### src/sha256_pkg.sv
// types, round constants and hash functions for the sha-256/224 engine
// no dependencies
`default_nettype none

package sha256_pkg;

  typedef enum logic [3:0] {
    ST_IDLE,
    ST_LOAD,
    ST_ROUND,
    ST_FF,
    ST_PAD,
    ST_ZERO,
    ST_LEN,
    ST_OUT_RD,
    ST_OUT_LD
  } state_t;

  localparam logic [31:0] ROUND_K [64] = '{
    32'h428a2f98, 32'h71374491, 32'hb5c0fbcf, 32'he9b5dba5,
    32'h3956c25b, 32'h59f111f1, 32'h923f82a4, 32'hab1c5ed5,
    32'hd807aa98, 32'h12835b01, 32'h243185be, 32'h550c7dc3,
    32'h72be5d74, 32'h80deb1fe, 32'h9bdc06a7, 32'hc19bf174,
    32'he49b69c1, 32'hefbe4786, 32'h0fc19dc6, 32'h240ca1cc,
    32'h2de92c6f, 32'h4a7484aa, 32'h5cb0a9dc, 32'h76f988da,
    32'h983e5152, 32'ha831c66d, 32'hb00327c8, 32'hbf597fc7,
    32'hc6e00bf3, 32'hd5a79147, 32'h06ca6351, 32'h14292967,
    32'h27b70a85, 32'h2e1b2138, 32'h4d2c6dfc, 32'h53380d13,
    32'h650a7354, 32'h766a0abb, 32'h81c2c92e, 32'h92722c85,
    32'ha2bfe8a1, 32'ha81a664b, 32'hc24b8b70, 32'hc76c51a3,
    32'hd192e819, 32'hd6990624, 32'hf40e3585, 32'h106aa070,
    32'h19a4c116, 32'h1e376c08, 32'h2748774c, 32'h34b0bcb5,
    32'h391c0cb3, 32'h4ed8aa4a, 32'h5b9cca4f, 32'h682e6ff3,
    32'h748f82ee, 32'h78a5636f, 32'h84c87814, 32'h8cc70208,
    32'h90befffa, 32'ha4506ceb, 32'hbef9a3f7, 32'hc67178f2
  };

  localparam logic [31:0] IV_256 [8] = '{
    32'h6a09e667, 32'hbb67ae85, 32'h3c6ef372, 32'ha54ff53a,
    32'h510e527f, 32'h9b05688c, 32'h1f83d9ab, 32'h5be0cd19
  };

  localparam logic [31:0] IV_224 [8] = '{
    32'hc1059ed8, 32'h367cd507, 32'h3070dd17, 32'hf70e5939,
    32'hffc00b31, 32'h68581511, 32'h64f98fa7, 32'hbefa4fa4
  };

  localparam logic [31:0] PAD_BYTE_WORD = 32'h80000000;

  function automatic logic [31:0] iv_word(input logic mode, input logic [2:0] idx);
    return mode ? IV_224[idx] : IV_256[idx];
  endfunction

  function automatic logic [31:0] rotr(input logic [31:0] x, input int unsigned n);
    return (x >> n) | (x << (32 - n));
  endfunction

  function automatic logic [31:0] big_s0(input logic [31:0] x);
    return rotr(x, 2) ^ rotr(x, 13) ^ rotr(x, 22);
  endfunction

  function automatic logic [31:0] big_s1(input logic [31:0] x);
    return rotr(x, 6) ^ rotr(x, 11) ^ rotr(x, 25);
  endfunction

  function automatic logic [31:0] small_s0(input logic [31:0] x);
    return rotr(x, 7) ^ rotr(x, 18) ^ (x >> 3);
  endfunction

  function automatic logic [31:0] small_s1(input logic [31:0] x);
    return rotr(x, 17) ^ rotr(x, 19) ^ (x >> 10);
  endfunction

  function automatic logic [31:0] ch(input logic [31:0] x, input logic [31:0] y,
                                     input logic [31:0] z);
    return (x & y) ^ (~x & z);
  endfunction

  function automatic logic [31:0] maj(input logic [31:0] x, input logic [31:0] y,
                                      input logic [31:0] z);
    return (x & y) ^ (x & z) ^ (y & z);
  endfunction

  // leading-byte mask for 0 to 4 valid bytes
  function automatic logic [31:0] keep_mask(input logic [2:0] n);
    logic [31:0] m;
    m = 32'h0;
    case (n)
      3'd1: m = 32'hff000000;
      3'd2: m = 32'hffff0000;
      3'd3: m = 32'hffffff00;
      3'd4: m = 32'hffffffff;
      default: m = 32'h0;
    endcase
    return m;
  endfunction

endpackage

`default_nettype wire

### src/sha256_hash_engine.sv
// Streaming SHA-256 / SHA-224 engine. Message words are taken one per transfer, one per cycle,
// while the 64-byte block fills; a full block then holds the input while the engine reads the
// hash words from the hash memory, runs 64 rounds at one per cycle and does the read-add-write
// of the feed-forward. A final word adds padding and one or two more blocks, then each digest
// word leaves through an output register, read in turn through the single read port of the
// hash memory. The input is taken again once the last digest word is loaded.
// digest_mode may only be written while the engine is idle; a write restarts the message.
// depends on sha256_pkg
`default_nettype none

module sha256_hash_engine (
  input  wire logic        clk,
  input  wire logic        rst,
  input  wire logic        cfg_write_en,
  input  wire logic        digest_mode,
  input  wire logic        in_valid,
  output logic             in_stall,
  input  wire logic [31:0] message_word,
  input  wire logic [2:0]  valid_bytes,
  input  wire logic        is_last,
  output logic             out_valid,
  input  wire logic        out_stall,
  output logic [31:0]      digest_word,
  output logic [2:0]       word_index,
  output logic             last_word
);

  sha256_pkg::state_t state, state_next;

  // control registers
  logic        mode;
  logic        fresh;
  logic [5:0]  fill;
  logic [63:0] bcount;
  logic [31:0] acc;
  logic [6:0]  cnt;
  logic [3:0]  widx;
  logic [2:0]  oidx;
  logic        finish, pad_done, len_done, blk2;

  // datapath registers
  logic [31:0] wbuf [16];
  logic [31:0] v [8];
  logic [31:0] hmem [8];
  logic [31:0] rd_data;

  logic        accept;
  logic        slot_free;
  logic [2:0]  rd_addr;
  logic        mem_we;
  logic [2:0]  mem_waddr;
  logic [31:0] mem_wdata;
  logic [31:0] ff_base;

  logic [1:0]  k;
  logic [2:0]  n;
  logic [31:0] wm;
  logic [63:0] win;
  logic [3:0]  total;
  logic [6:0]  fill_sum;
  logic        olast;
  logic        fill_hi;

  logic [31:0] t1, t2, w_new;

  assign accept    = in_valid && !in_stall;
  assign slot_free = !out_valid || !out_stall;
  assign olast     = (oidx == (mode ? 3'd6 : 3'd7));
  assign fill_hi   = (fill[5:3] == 3'b111);

  // byte packing of the incoming word behind the held partial word
  always_comb begin
    k        = fill[1:0];
    n        = (valid_bytes > 3'd4) ? 3'd4 : valid_bytes;
    wm       = message_word & sha256_pkg::keep_mask(n);
    win      = {acc, 32'h0} | ({wm, 32'h0} >> {k, 3'b000});
    total    = {2'b00, k} + {1'b0, n};
    fill_sum = {1'b0, fill} + {4'b0000, n};
  end

  // one compression round and the next schedule word
  always_comb begin
    t1 = v[7] + sha256_pkg::big_s1(v[4]) + sha256_pkg::ch(v[4], v[5], v[6])
       + sha256_pkg::ROUND_K[cnt[5:0]] + wbuf[0];
    t2 = sha256_pkg::big_s0(v[0]) + sha256_pkg::maj(v[0], v[1], v[2]);
    w_new = wbuf[0] + sha256_pkg::small_s0(wbuf[1]) + wbuf[9]
          + sha256_pkg::small_s1(wbuf[14]);
  end

  // feed-forward operand: the iv stands in for the memory after a restart
  assign ff_base = fresh ? sha256_pkg::iv_word(mode, cnt[2:0] - 3'd1) : rd_data;

  // state register
  always_ff @(posedge clk) begin
    if (rst) begin
      state <= sha256_pkg::ST_IDLE;
    end else begin
      state <= state_next;
    end
  end

  // next state and memory control
  always_comb begin
    state_next = state;
    in_stall   = 1'b1;
    rd_addr    = 3'd0;
    mem_we     = 1'b0;
    mem_waddr  = cnt[2:0] - 3'd1;
    mem_wdata  = ff_base + v[0];
    unique case (state)
      sha256_pkg::ST_IDLE: begin
        in_stall = 1'b0;
        if (accept) begin
          if (fill_sum[6]) state_next = sha256_pkg::ST_LOAD;
          else if (is_last) state_next = sha256_pkg::ST_PAD;
        end
      end
      sha256_pkg::ST_LOAD: begin
        rd_addr = cnt[2:0];
        if (cnt == 7'd8) state_next = sha256_pkg::ST_ROUND;
      end
      sha256_pkg::ST_ROUND: begin
        if (cnt == 7'd63) state_next = sha256_pkg::ST_FF;
      end
      sha256_pkg::ST_FF: begin
        rd_addr = cnt[2:0];
        mem_we  = (cnt != 7'd0);
        if (cnt == 7'd8) begin
          if (!finish) state_next = sha256_pkg::ST_IDLE;
          else if (!pad_done) state_next = sha256_pkg::ST_PAD;
          else if (!len_done) state_next = sha256_pkg::ST_ZERO;
          else state_next = sha256_pkg::ST_OUT_RD;
        end
      end
      sha256_pkg::ST_PAD: begin
        if (fill[5:2] == 4'd15) state_next = sha256_pkg::ST_LOAD;
        else state_next = sha256_pkg::ST_ZERO;
      end
      sha256_pkg::ST_ZERO: begin
        if (widx == 4'd15) begin
          if (blk2 || !fill_hi) state_next = sha256_pkg::ST_LEN;
          else state_next = sha256_pkg::ST_LOAD;
        end
      end
      sha256_pkg::ST_LEN: begin
        state_next = sha256_pkg::ST_LOAD;
      end
      sha256_pkg::ST_OUT_RD: begin
        rd_addr    = oidx;
        state_next = sha256_pkg::ST_OUT_LD;
      end
      sha256_pkg::ST_OUT_LD: begin
        rd_addr = oidx;
        if (slot_free) begin
          state_next = olast ? sha256_pkg::ST_IDLE : sha256_pkg::ST_OUT_RD;
        end
      end
      default: state_next = sha256_pkg::ST_IDLE;
    endcase
  end

  // control registers
  always_ff @(posedge clk) begin
    if (rst) begin
      mode      <= 1'b0;
      fresh     <= 1'b1;
      fill      <= 6'd0;
      bcount    <= 64'd0;
      acc       <= 32'h0;
      cnt       <= 7'd0;
      widx      <= 4'd0;
      oidx      <= 3'd0;
      finish    <= 1'b0;
      pad_done  <= 1'b0;
      len_done  <= 1'b0;
      blk2      <= 1'b0;
      out_valid <= 1'b0;
    end else begin
      if (cfg_write_en) begin
        // mode write restarts the message
        mode   <= digest_mode;
        fresh  <= 1'b1;
        fill   <= 6'd0;
        bcount <= 64'd0;
        acc    <= 32'h0;
      end else begin
        case (state)
          sha256_pkg::ST_IDLE: begin
            cnt <= 7'd0;
            if (accept) begin
              fill     <= fill_sum[5:0];
              bcount   <= bcount + {61'd0, n};
              acc      <= total[2] ? win[31:0] : win[63:32];
              finish   <= is_last;
              pad_done <= 1'b0;
              len_done <= 1'b0;
              blk2     <= 1'b0;
            end
          end
          sha256_pkg::ST_LOAD, sha256_pkg::ST_ROUND: begin
            cnt <= (state_next == state) ? cnt + 7'd1 : 7'd0;
          end
          sha256_pkg::ST_FF: begin
            cnt <= (state_next == state) ? cnt + 7'd1 : 7'd0;
            if (cnt == 7'd8) begin
              fresh <= 1'b0;
              oidx  <= 3'd0;
              if (finish && pad_done && !len_done) begin
                widx <= 4'd0;
                blk2 <= 1'b1;
              end
            end
          end
          sha256_pkg::ST_PAD: begin
            pad_done <= 1'b1;
            widx     <= fill[5:2] + 4'd1;
            cnt      <= 7'd0;
          end
          sha256_pkg::ST_ZERO: begin
            widx <= widx + 4'd1;
            cnt  <= 7'd0;
          end
          sha256_pkg::ST_LEN: begin
            len_done <= 1'b1;
            cnt      <= 7'd0;
          end
          sha256_pkg::ST_OUT_LD: begin
            if (slot_free) begin
              if (olast) begin
                fresh  <= 1'b1;
                fill   <= 6'd0;
                bcount <= 64'd0;
                acc    <= 32'h0;
                finish <= 1'b0;
              end else begin
                oidx <= oidx + 3'd1;
              end
            end
          end
          default: begin
          end
        endcase
      end

      // output register: loaded from the hash memory, cleared on transfer
      if (state == sha256_pkg::ST_OUT_LD && slot_free) begin
        out_valid <= 1'b1;
      end else if (out_valid && !out_stall) begin
        out_valid <= 1'b0;
      end
    end
  end

  // hash word memory, one read and one write port
  always_ff @(posedge clk) begin
    rd_data <= hmem[rd_addr];
    if (mem_we) hmem[mem_waddr] <= mem_wdata;
  end

  // block buffer, working variables and output payload
  always_ff @(posedge clk) begin
    case (state)
      sha256_pkg::ST_IDLE: begin
        if (accept && total[2]) wbuf[fill[5:2]] <= win[63:32];
      end
      sha256_pkg::ST_LOAD: begin
        if (cnt != 7'd0) begin
          for (int i = 0; i < 7; i++) v[i] <= v[i + 1];
          v[7] <= fresh ? sha256_pkg::iv_word(mode, cnt[2:0] - 3'd1) : rd_data;
        end
      end
      sha256_pkg::ST_ROUND: begin
        v[0] <= t1 + t2;
        v[1] <= v[0];
        v[2] <= v[1];
        v[3] <= v[2];
        v[4] <= v[3] + t1;
        v[5] <= v[4];
        v[6] <= v[5];
        v[7] <= v[6];
        for (int i = 0; i < 15; i++) wbuf[i] <= wbuf[i + 1];
        wbuf[15] <= w_new;
      end
      sha256_pkg::ST_FF: begin
        if (cnt != 7'd0) begin
          for (int i = 0; i < 7; i++) v[i] <= v[i + 1];
        end
      end
      sha256_pkg::ST_PAD: begin
        wbuf[fill[5:2]] <= acc | (sha256_pkg::PAD_BYTE_WORD >> {k, 3'b000});
      end
      sha256_pkg::ST_ZERO: begin
        wbuf[widx] <= 32'h0;
      end
      sha256_pkg::ST_LEN: begin
        wbuf[14] <= bcount[60:29];
        wbuf[15] <= {bcount[28:0], 3'b000};
      end
      sha256_pkg::ST_OUT_LD: begin
        if (slot_free) begin
          digest_word <= rd_data;
          word_index  <= oidx;
          last_word   <= olast;
        end
      end
      default: begin
      end
    endcase
  end

endmodule

`default_nettype wire

### config.mk
export PLATFORM = sky130hd
export DESIGN_NAME = sha256_hash_engine
export DESIGN_NICKNAME = d
export VERILOG_FILES = /design/src/sha256_pkg.sv /design/src/sha256_hash_engine.sv
export SDC_FILE = /design/constraint.sdc
export NUM_CORES = 2
export LEC_CHECK = 0
export ABC_AREA = 1
export BUFFER_PORTS_ARGS = -buffer_cell sky130_fd_sc_hd__buf_2
export CORE_MARGIN = 3
export CORE_UTILIZATION = 55
export DETAILED_ROUTE_END_ITERATION = 16
export PLACE_DENSITY = 0.72
export SYNTH_ARGS = -nofsm -noshare
export SYNTH_HDL_FRONTEND = slang
export SYNTH_SLANG_ARGS = --single-unit
### constraint.sdc
create_clock -name clk -period 8.1 [get_ports clk]
set_input_delay 0.81 -clock clk [delete_from_list [all_inputs] [get_ports clk]]
set_output_delay 0.81 -clock clk [all_outputs]
set_load 0.005 [all_outputs]
==> impl_results.md <==
* Outcome: finished, final reports clean
* Area of the die at 134000 sq um
* CP startpoint kind: register
* Area grow syn2layout at 12.1%
* F_max at 130 MHz
* Worst Setup Path Type: register to register
* Sequential-to-total area share from yosys stat at 49.1%
* M1 WL at 95900 um
* Yosys top cell area share at 44.7%
* Initial Utilization at 55.6%
* Top delay family on crit path: adder cells
* RD Place Congestion at 1.02
* GRT Total Usage at 37.9%
* Most frequent cells in the layout: nand2_1, edfxtp_1, inv_1
* CTS Hold Bufs at 0
* Worst-case clock skew at 0.0434 ns
* Die W at 366 um
* Fin crit share at 95.1%
* Leading register cell type out of synthesis: edfxtp_1
* Slowest CP cell: a311oi_1
* First DRT Iteration DRCs at 7065
* Layout cells sized above 1 at 9.05%
* EDFF count, synth at 1060
* Clock transition at the registers of the reported paths at 0.07 ns
* Crit path largest cell delay at 0.70 ns
* First-pass GRT wire length at 377000 um
* Worst slew pin tran at 1.40 ns
* Flop2flop setup slack at 0.40 ns
* #FFs+latches synth at 1216
* WL met2 at 119000 um
* Post-DRT Antenna Nets at 0
* Static Leak at 33.2 nW
* Final instance area at 79800 sq um
* Element type at the critical path end: register
* Clk root buf: clkbuf_16
* Clock latency on the worst-skew pair at 0.81 ns
* Final setup vio count at 0
* Hold Path Class: input pin to register
* Cell taking the most area after synthesis: edfxtp_1
* WHS Path Cells at 3
* Commonest non-fill, non-tap cell in the layout: nand2_1
* Vias in the first global route at 58500
* Highest routed layer: met5
* PD cells at 307 nW/um^2
* H-tree level count at 4
* Filler instances at 10900
* Max_cap viols at 0
* Post-Synthesis Cell Area at 71200 sq um
* R2R depth at 34
* Hold wc startpoint: out_stall
* Number of port buffers at 79
* Slew HR at 5.91%
* Final worst-path setup slack at 0.397 ns
* Reg-to-reg startpoint: cnt[1]
* Router iterations before antenna repair at 8
* Worst path required time at 8.70 ns
* CTS tree: done
* CTS sink count at 1216
* I/O Pins at 80
* Final HPWL DP at 191000 um
* Largest net degree at the start of global routing at 214
* Total power at 24.5 mW
* Cts bufs inserted at 133
* Post-synthesis cell type count at 66
* Chip height at 366 um
* Pins over their slew limit at 0
* Met3 WL at 22500 um
* Final hold vios at 0
* Row count at 131
* Yosys warns at 0
* Via-per-instance ratio at 5.95
* Layout Utilization at 62.3%
* Buf/Inv on CP at 11
* Cell Area, Placed at 75200 sq um
* Asr flop ratio synth at 0%
* FF-to-FF End: v[0][16]
* CP Data Arrival Time at 8.30 ns
* Initial antenna violation count at 8
* Wirelength, routed at 257000 um
* Via total after detailed routing at 60400
* Peak supply drop at 0.000251 V
* Clk buf depth at 3
* Area of the core at 128000 sq um
* CP Max Fanout at 8
* Non-Filler Instances at 10200
* Worst slack, placed at -0.0123 ns
* Remaining Overflow, GRT at 0
* Nets at 8755
* Mapped Cells at 8110
* Mean Syn Cell Area at 8.78 sq um
* Mapped Nets at 8530
* Synth top area cells: edfxtp_1, nand2_1, fa_1, inv_1, o21ai_0
* Hold path endpoint: out_valid
* Final min period at 7.70 ns
* Placed cells at 9928
* Routed len/inst at 25.3 um
* DRC viols at 0
-- Yosys cell counts, drive strengths merged, types with 7 or more instances --
cell type     n
nand2      2350
o211ai       47
mux2          9
dfxtp       156
edfxtp     1060
a21oi       351
o2111ai       7
o221ai       18
a221oi        8
xor2        190
o31ai        22
o22ai        88
o21ai       763
fa          190
o311ai       11
ha          188
nor2        623
nand3b       16
nor3         89
a211oi       11
o21bai       48
a31oi        24
o21a         19
buf         158
nand4        80
inv         898
clkbuf      176
a22oi        10
nand3       257
xnor2       149
or2          26
a21o         17
-- worst min-delay path, stage by stage --
cell	delay, ns
buf_2	0.09
nand2_1	0.09
a21oi_1	0.07
-- area by class of cell --
cell class / count / area (sq um) / share of cell area (%)
clock inverter: 64 / 831 / 1.04
antenna: 4 / 10.0 / 0.0125
clock buffer: 170 / 3540 / 4.44
timing repair buffer: 424 / 3080 / 3.86
multi-input combinational: 5658 / 31800 / 39.9
tap: 1729 / 2160 / 2.71
inverter: 902 / 3400 / 4.26
sequential: 1216 / 35000 / 43.8
-- power by group --
group / internal (mW) / switching, mW / leakage, nW
Combinational: 4.35 / 6.82 / 20.2
Sequential: 7.06 / 0.125 / 10.9
Clock: 3.47 / 2.70 / 2.11
-- how the worst max path moves through the flow --
stage | to | depth (start not counted) | start
global placement | v[0][28] | 39 | cnt[0]
global route | v[0][25] | 41 | cnt[0]
detailed placement | v[0][28] | 39 | cnt[0]
finish | v[0][16] | 34 | cnt[1]
CTS | v[0][28] | 39 | cnt[0]
floorplan | v[0][20] | 37 | cnt[0]
-- registers in the layout, indices dropped and copies added (netlist names), 3 cells and up --
name	cells
bcount	61
state	4
widx	4
acc	32
cnt	7
rd_data	32
oidx	3
digest_word	32
v	256
word_index	3
wbuf	512
hmem	256
fill	6
-- what timing repair did --
item,CTS,global route
endpoints found under the setup margin,2,31
gates resized for setup,2,50
buffers inserted,0,1
pin swaps,0,3
-- metal layers --
metal | GRT usage [%] | vias up
met5 | 0 | -
met4 | 24.9 | 8
met3 | 6.55 | 791
met2 | 60.8 | 3147
met1 | 47.3 | 29100
li1 | - | 27400
-- cells by family (layout without fill, tap and decap cells) --
family | count (synthesis) | in the layout | synth area share, %
AO/OA/AOI/OAI | 1471 | 1471 | 11.6
XOR/XNOR | 339 | 339 | 4.18
adder cells (fa/ha/maj) | 379 | 379 | 8.66
buffers and inverters | 1236 | 1560 | 6.80
flip-flops | 1216 | 1216 | 49.1
multiplexers | 9 | 9 | 0.142
other | 0 | 4 | 0
AND/OR/NAND/NOR | 3460 | 3460 | 19.6
-- metrics by stage --
step                TNS, ns  hold slack (ns)
finish                    0            0.342
floorplan                 0            0.403
global route         -0.129            0.335
global placement    -0.0337            0.439
detailed placement  -0.0123            0.444
CTS                       0            0.297
(Power assumes the default switching activity.)
